===== config.mk =====
export PLATFORM = sky130hd
export DESIGN_NAME = line_wildcard_matcher_top
export DESIGN_NICKNAME = d
export VERILOG_FILES = /design/src/rtl/core/lwm_pkg.sv /design/src/rtl/core/line_wildcard_matcher_top.sv
export VERILOG_INCLUDE_DIRS = /design/src /design/src/rtl/core
export SDC_FILE = /design/constraint.sdc
export NUM_CORES = 1
export LEC_CHECK = 0
export ABC_AREA = 1
export BUFFER_PORTS_ARGS = -buffer_cell sky130_fd_sc_hd__buf_2
export CAP_MARGIN = 15
export CORE_MARGIN = 2
export CORE_UTILIZATION = 55
export CTS_BUF_LIST = sky130_fd_sc_hd__clkbuf_2
export DETAILED_ROUTE_END_ITERATION = 7
export GPL_ROUTABILITY_DRIVEN = 0
export PLACE_DENSITY = 0.75
export SLEW_MARGIN = 30
export SYNTH_ARGS = -nofsm -noshare
export SYNTH_HDL_FRONTEND = slang
export SYNTH_SLANG_ARGS = --single-unit

===== constraint.sdc =====
create_clock -name clk_i -period 2.5 [get_ports clk_i]
set_clock_uncertainty 0.2 [all_clocks]
set_input_delay 0.25 -clock clk_i [delete_from_list [all_inputs] [get_ports clk_i]]
set_output_delay 0.25 -clock clk_i [all_outputs]
set_load 0.02 [all_outputs]

===== src/rtl/core/line_wildcard_matcher_top_defines.svh =====
// Assertion macros for the line wildcard matcher.
// Included by line_wildcard_matcher_top; expects clk_i and rst_ni in scope.
`ifndef LINE_WILDCARD_MATCHER_TOP_DEFINES_SVH
`define LINE_WILDCARD_MATCHER_TOP_DEFINES_SVH

// Same-cycle implication, checked on every rising clock edge out of reset
`define LWM_ASSERT_NOW(lbl, ante, cons, msg) \
  lbl: assert property (@(posedge clk_i) disable iff (!rst_ni) (ante) |-> (cons)) \
    else $error(msg);

// Next-cycle implication
`define LWM_ASSERT_NEXT(lbl, ante, cons, msg) \
  lbl: assert property (@(posedge clk_i) disable iff (!rst_ni) (ante) |=> (cons)) \
    else $error(msg);

`endif


===== src/rtl/core/lwm_pkg.sv =====
// Shared types, constants and helpers of the line wildcard matcher.
// No dependencies; imported by line_wildcard_matcher_top.
package lwm_pkg;

  // Pattern store size and derived widths
  localparam int unsigned MaxSymbols = 64;
  localparam int unsigned LenW       = $clog2(MaxSymbols + 1);
  localparam int unsigned IdxW       = (MaxSymbols > 1) ? $clog2(MaxSymbols) : 1;

  // Special symbols
  localparam logic [7:0] SymStar     = 8'h2A;
  localparam logic [7:0] SymQuestion = 8'h3F;
  localparam logic [7:0] SymCr       = 8'h0D;
  localparam logic [7:0] SymLf       = 8'h0A;
  localparam logic [7:0] SymNul      = 8'h00;

  // Request kinds
  typedef enum logic [1:0] {
    MODE_CLEAR  = 2'd0,
    MODE_APPEND = 2'd1,
    MODE_TEXT   = 2'd2
  } mode_e;

  // Pattern status codes (also the fault register encoding)
  typedef enum logic [1:0] {
    STATUS_READY    = 2'd0,
    STATUS_BAD_MASK = 2'd1,
    STATUS_TOO_LONG = 2'd2
  } status_e;

  function automatic logic is_line_end(input logic [7:0] sym);
    return (sym == SymCr) || (sym == SymLf) || (sym == SymNul);
  endfunction

endpackage


===== src/rtl/core/line_wildcard_matcher_top.sv =====
// Line wildcard matcher: pattern store, position vector and result buffer.
// Depends on lwm_pkg and line_wildcard_matcher_top_defines.svh.
//
// Usage: one input channel (in_valid_i / in_stall_o) carries requests of
// three kinds in mode_i: clear the pattern, append one pattern symbol, or a
// text byte. Star matches any run, question mark one byte, other bytes
// themselves. A text CR, LF or NUL ends a line and yields one result on the
// output channel (out_valid_o / out_stall_i): matched_o and
// pattern_status_o. No other request yields a result; mode 3 is ignored.
// Throughput: one request per cycle while in_stall_o is low. The whole
// position-vector update is combinational logic across the pattern store,
// between the state registers.
// Result: an accepted line end is registered into the output or skid register.
// Stall: results sit in an output register backed by one skid register, so
// requests keep flowing while a result waits; in_stall_o rises only once
// the skid register also holds a result.
// Reset: empty pattern, no fault, line restarted, output empty. The symbol
// store itself is not cleared; only entries below the length are used.
`include "line_wildcard_matcher_top_defines.svh"

module line_wildcard_matcher_top
  import lwm_pkg::*;
(
  input  logic       clk_i,
  input  logic       rst_ni,
  input  logic       in_valid_i,
  output logic       in_stall_o,
  input  logic [1:0] mode_i,
  input  logic [7:0] symbol_i,
  output logic       out_valid_o,
  input  logic       out_stall_i,
  output logic       matched_o,
  output logic [1:0] pattern_status_o
);

  // Pattern state
  logic [7:0]          sym_mem [MaxSymbols];
  logic [LenW-1:0]     len_q, len_d;
  logic [MaxSymbols:0] active_q, active_d;
  logic                prev_star_q, prev_star_d;
  logic                star0_q, star0_d;
  status_e             fault_q, fault_d;

  // Output register and skid register
  logic    out_valid_q, skid_valid_q;
  logic    out_match_q, skid_match_q;
  status_e out_status_q, skid_status_q;

  logic    accept;
  logic    line_end;
  logic    res_valid;
  logic    res_match;
  status_e res_status;
  logic    store_en;
  logic    out_take;

  logic [MaxSymbols:0] stay_vec, adv_vec, next_vec, closed_vec;

  assign accept   = in_valid_i && !in_stall_o;
  assign line_end = is_line_end(symbol_i);
  assign out_take = out_valid_q && !out_stall_i;

  // Current status and line result
  always_comb begin
    if (fault_q != STATUS_READY) begin
      res_status = fault_q;
    end else if (len_q == '0) begin
      res_status = STATUS_BAD_MASK;
    end else begin
      res_status = STATUS_READY;
    end
    res_match = (res_status == STATUS_READY) && active_q[len_q];
  end

  assign res_valid = accept && (mode_i == MODE_TEXT) && line_end;

  // One-byte advance of the position vector, then one star closure step.
  // Adjacent stored stars only occur with a bad mask, where the vector is
  // never reported, so a single closure level suffices.
  always_comb begin
    logic pos_ok;
    logic is_star;
    stay_vec = '0;
    adv_vec  = '0;
    for (int i = 0; i < MaxSymbols; i++) begin
      pos_ok  = (LenW'(i) < len_q) && active_q[i];
      is_star = (sym_mem[i] == SymStar);
      stay_vec[i]   = pos_ok && is_star;
      adv_vec[i+1]  = pos_ok && !is_star &&
                      ((sym_mem[i] == SymQuestion) || (sym_mem[i] == symbol_i));
    end
    next_vec   = stay_vec | adv_vec;
    closed_vec = next_vec;
    for (int i = 0; i < MaxSymbols; i++) begin
      if (next_vec[i] && (LenW'(i) < len_q) && (sym_mem[i] == SymStar)) begin
        closed_vec[i+1] = 1'b1;
      end
    end
  end

  // Pattern and line state update
  always_comb begin
    len_d       = len_q;
    prev_star_d = prev_star_q;
    star0_d     = star0_q;
    fault_d     = fault_q;
    active_d    = active_q;
    store_en    = 1'b0;
    if (accept) begin
      case (mode_e'(mode_i))
        MODE_CLEAR: begin
          len_d       = '0;
          prev_star_d = 1'b0;
          star0_d     = 1'b0;
          fault_d     = STATUS_READY;
        end
        MODE_APPEND: begin
          if (line_end) begin
            fault_d     = STATUS_BAD_MASK;
            prev_star_d = 1'b0;
          end else if (!((symbol_i == SymStar) && prev_star_q)) begin
            prev_star_d = (symbol_i == SymStar);
            if (len_q >= LenW'(MaxSymbols)) begin
              if (fault_q != STATUS_BAD_MASK) begin
                fault_d = STATUS_TOO_LONG;
              end
            end else begin
              store_en = 1'b1;
              len_d    = len_q + LenW'(1);
              if (len_q == '0) begin
                star0_d = (symbol_i == SymStar);
              end
            end
          end
        end
        MODE_TEXT: begin
          if (!line_end) begin
            active_d = closed_vec;
          end
        end
        default: begin
        end
      endcase
      // Every clear, append and line end restarts the line
      if ((mode_i == MODE_CLEAR) || (mode_i == MODE_APPEND) ||
          ((mode_i == MODE_TEXT) && line_end)) begin
        active_d    = '0;
        active_d[0] = 1'b1;
        active_d[1] = star0_d;
      end
    end
  end

  // Symbol store: one write port, no reset
  always_ff @(posedge clk_i) begin
    if (store_en) begin
      sym_mem[len_q[IdxW-1:0]] <= symbol_i;
    end
  end

  always_ff @(posedge clk_i or negedge rst_ni) begin
    if (!rst_ni) begin
      len_q       <= '0;
      active_q    <= (MaxSymbols + 1)'(1);
      prev_star_q <= 1'b0;
      star0_q     <= 1'b0;
      fault_q     <= STATUS_READY;
    end else begin
      len_q       <= len_d;
      active_q    <= active_d;
      prev_star_q <= prev_star_d;
      star0_q     <= star0_d;
      fault_q     <= fault_d;
    end
  end

  // Result buffer: output register plus skid register
  always_ff @(posedge clk_i or negedge rst_ni) begin
    if (!rst_ni) begin
      out_valid_q  <= 1'b0;
      skid_valid_q <= 1'b0;
    end else if (skid_valid_q) begin
      if (out_take) begin
        skid_valid_q <= 1'b0;
      end
    end else if (res_valid) begin
      if (out_valid_q && !out_take) begin
        skid_valid_q <= 1'b1;
      end else begin
        out_valid_q <= 1'b1;
      end
    end else if (out_take) begin
      out_valid_q <= 1'b0;
    end
  end

  // Result payloads
  always_ff @(posedge clk_i) begin
    if (skid_valid_q) begin
      if (out_take) begin
        out_match_q  <= skid_match_q;
        out_status_q <= skid_status_q;
      end
    end else if (res_valid) begin
      if (out_valid_q && !out_take) begin
        skid_match_q  <= res_match;
        skid_status_q <= res_status;
      end else begin
        out_match_q  <= res_match;
        out_status_q <= res_status;
      end
    end
  end

  assign in_stall_o       = skid_valid_q;
  assign out_valid_o      = out_valid_q;
  assign matched_o        = out_match_q;
  assign pattern_status_o = out_status_q;

  // Checks
  `LWM_ASSERT_NOW(a_skid_behind_out, skid_valid_q, out_valid_q,
    "skid register holds a result while the output register is empty")
  `LWM_ASSERT_NOW(a_match_needs_ready, out_valid_o && matched_o,
    pattern_status_o == STATUS_READY, "match reported with a pattern fault")
  `LWM_ASSERT_NOW(a_len_in_range, 1'b1, len_q <= LenW'(MaxSymbols),
    "pattern length beyond the store size")
  `LWM_ASSERT_NEXT(a_stalled_result_kept, res_valid && out_valid_q && out_stall_i,
    skid_valid_q, "result lost while the output was stalled")

endmodule


==> results by group <==
Status
  – Status: finished, final reports clean

Timing
  – # setup viols final: 0
  – RSZ-0062 raised after global routing: yes
  – Final hold violations: 0
  – Rel. slew slack: 38.2%
  – Worst-Margin Slew: 0.927 ns
  – Setup_tns: 0 ns
  – Slew Viols, Final: 0
  – Final Cycle Share: 98.0%
  – Tmin final: 2.45 ns
  – Fmax: 408 MHz

Yosys
  – Largest family of logic cells by synthesized area: simple AND/OR/NAND/NOR gates
  – Post-synthesis net count: 4051
  – XOR/XNOR Fraction of Synth Area: 4.35%
  – Unique masters post-synth: 50
  – Synthesis-stage register bit count: 596
  – Post-synthesis instance total: 4035
  – Main synth FF type: edfxtp_1
  – Asr flop ratio synth: 13.1%
  – Post-synthesis mux area share: 0%
  – Simple logic cell fraction of the synthesized area: 32.0%
  – Avg Cell Area, Syn: 8.23 um2
  – Adder-Cell Fraction of Synth Area: 0.0754%
  – Compound-cell area share of the yosys netlist: 2.80%
  – Ys Warns: 0
  – Sequential area share after synthesis: 52.7%
  – Post-synthesis cell area: 0.0332 mm2
  – Number of synthesized flops with an enable pin: 518

Clock tree
  – CTS root buf: clkbuf_2
  – CTS tree: built
  – Num CTS Buffers: 149
  – Clock-pin slew on the worst setup and hold paths: 0.10 ns
  – CTS max path bufs: 3
  – Max H-tree Level: 4
  – CTS sink count: 596
  – Worst skew pair latency: 1.35 ns

GRT
  – Largest net degree at the start of global routing: 126
  – GRT overflow: 0
  – Initial antenna violation count: 2
  – GRT Overall Usage: 30.2%
  – First-pass GRT wire length: 145000 um
  – Vias in the first global route: 27000

Worst hold path
  – WHS Path Cells: 4
  – Hold crit path type: in2reg

Critical path
  – CP peak stage delay: 0.61 ns
  – Slowest-stage cell, CP: dlygate4sd3_1
  – CP startpoint kind: input pin
  – Crit path max fanout: 4
  – Crit. End Element: register
  – WP data arrival: 3.50 ns
  – CP cell instances: dlygate4sd3_1 -> buf_6 -> dlygate4sd3_1 -> inv_2 -> nand3_1 -> buf_4 -> nor3_2 -> nand2_1 -> inv_2 -> buf_4 -> nand4_1 -> o21ai_1 -> inv_1 -> nand2_1 -> dlygate4sd3_1
  – Worst path most repeated cell: dlygate4sd3_1
  – Reg2Reg Depth: 13
  – Req. time, crit path: 3.55 ns
  – WS Path Type: in2reg

Floorplan
  – Rows: 90
  – Die W: 250 um
  – Ports: 19
  – Core area: 0.0600 mm2
  – Die area: 0.0623 mm2
  – Starting Density: 55.3%
  – Die outline height: 250 um

Layout
  – Layout net count: 4308
  – Share of cells above drive strength 1: 12.6%
  – Area Overhead vs Synth: 12.0%
  – Post-route design area: 0.0372 mm2
  – # fillers: 5036
  – Final Util: 61.9%

Routing
  – Routed WL: 93600 um
  – Vias/cell: 5.59
  – # DRC: 0
  – Routed length per instance: 18.1 um
  – Antenna Nets Post-Route: 0
  – Iter 0 DRT Violations: 3318
  – Via Count: 29000
  – Initial DRT Pass Iterations: 6

Place
  – DP HPWL: 59100 um
  – # port buffers: 18
  – Placed cell areas: 0.0354 mm2

Pwr
  – Leakage: 16.3 nW
  – P per Cell Area: 511 mW/mm2
  – VDD IR max: 0.000494 V

Flow run
  – Max_cap viols: 0
## kinds of logic after synthesis
group | after synthesis
DFF | 596
buffers and inverters | 676
xor gates and xnor gates | 165
and+or+nand+nor | 2434
AOI/OAI and AO/OA | 162
adders and majority gates | 2
## sequential cells by signal, summed over array words and instances, names as in the netlist
name / count
sym_mem: 512
active_q: 65
len_q: 7
fault_q: 2
pattern_status_o: 2
skid_status_q: 2
in_stall_o: 1
matched_o: 1
out_valid_o: 1
prev_star_q: 1
skid_match_q: 1
star0_q: 1
## repair_timing
action,CTS,global route
setup endpoints to repair,5,452
buffers inserted,2,1
hold endpoints to repair,1186,118
gates resized for setup,10,31
hold buffers,33,3
pin swaps,0,1
## cell usage in the layout (no fill, tap or decap), types with 9 or more instances in the layout
cell type / netlist / routed
nor3_1: 118 / 117
o41ai_1: 14 / 14
nand2_1: 1504 / 1503
edfxtp_1: 518 / 518
nand3_1: 98 / 98
nand4_1: 294 / 294
nor4_1: 36 / 36
buf_6: 3 / 11
inv_2: 24 / 29
o21ai_0: 79 / 70
xnor2_1: 81 / 81
nand3b_1: 13 / 13
nor2_4: 7 / 9
clkinv_1: 2 / 28
or2_2: 49 / 49
dlygate4sd3_1: 0 / 31
xor2_1: 84 / 84
clkbuf_2: 0 / 218
a21oi_1: 29 / 28
inv_1: 523 / 522
buf_12: 0 / 26
dfrtp_1: 77 / 71
buf_4: 10 / 158
nor2_1: 275 / 269
o21ai_1: 21 / 28
## final cells by class
type                       count  area [um2]  area share (%)
antenna                        1        2.50         0.00673
clock buffer                 218        1090            2.93
clock inverter                44         262           0.703
inverter                     550        2070            5.57
multi-input combinational   2763       13100            35.2
sequential                   596       17500            47.1
tap                          782         978            2.63
timing repair buffer         232        2180            5.86
## worst paths after layout
kind / startpoint / end / slack [ns]
worst max-delay path: symbol_i[7] / out_valid_o / 0.05
worst min-delay path: symbol_i[2] / sym_mem[35][2] / 0.17
worst max register to register: len_q[1] / active_q[28] / 0.10
worst min register to register: fault_q[0] / fault_q[0] / 0.30
max in group asynchronous: rst_ni / active_q[57] / 1.22
min in group asynchronous: rst_ni / active_q[37] / 0.30
## layer usage
layer	GRT usage [%]	vias to the layer above	share of wire [%]
met5	0	-	0.014
met4	14.8	2	4.0
met3	6.05	277	11
met2	46.4	1584	44
met1	41.1	13300	40
li1	-	13800	-
## cell usage after synthesis (7+ instances only)
cell / number / area [um2]
nor4_1: 36 / 225
dfrtp_1: 77 / 1930
and3_1: 8 / 50.1
o21ai_1: 21 / 105
inv_1: 523 / 1960
nor2_4: 7 / 78.8
nor2_1: 275 / 1030
buf_1: 10 / 37.5
edfxtp_1: 518 / 15600
and2_1: 7 / 43.8
inv_2: 24 / 90.1
nand4_1: 294 / 1840
buf_4: 10 / 75.1
a21oi_1: 29 / 145
xnor2_1: 81 / 709
xor2_1: 84 / 736
or2_2: 49 / 307
o21ai_0: 79 / 395
nor3_1: 118 / 591
nand3_1: 98 / 490
buf_2: 57 / 285
nand2_1: 1504 / 5650
nand3b_1: 13 / 97.6
clkbuf_1: 46 / 173
o41ai_1: 14 / 123
## metrics by stage
step	setup slack, ns	hold slack (ns)	std cells	power [mW]
detailed placement	-0.0563	0.0531	4887	12.6
finish	0.0502	0.165	5186	19.0
CTS	-0.0485	0.0848	5184	19.1
global route	-0.0333	0.143	5186	19.7
global placement	-0.0314	0.0564	4887	12.6
floorplan	0.0205	-0.246	4035	11.9
## power by group
group	total (mW)	internal [mW]	switching, mW	leakage [nW]
Combinational	1.65	0.491	1.16	9.49
Clock	6.51	2.64	3.87	1.04
Sequential	10.8	10.8	0.0218	5.73
## worst max-delay path: cells and delay by family
kind	cells	cell delay, ns
and+or+nand+nor	5	0.66
buffers and inverters	9	2.45
AOI/OAI and AO/OA	1	0.14
Note: power is estimated with default switching activity, not from simulation.
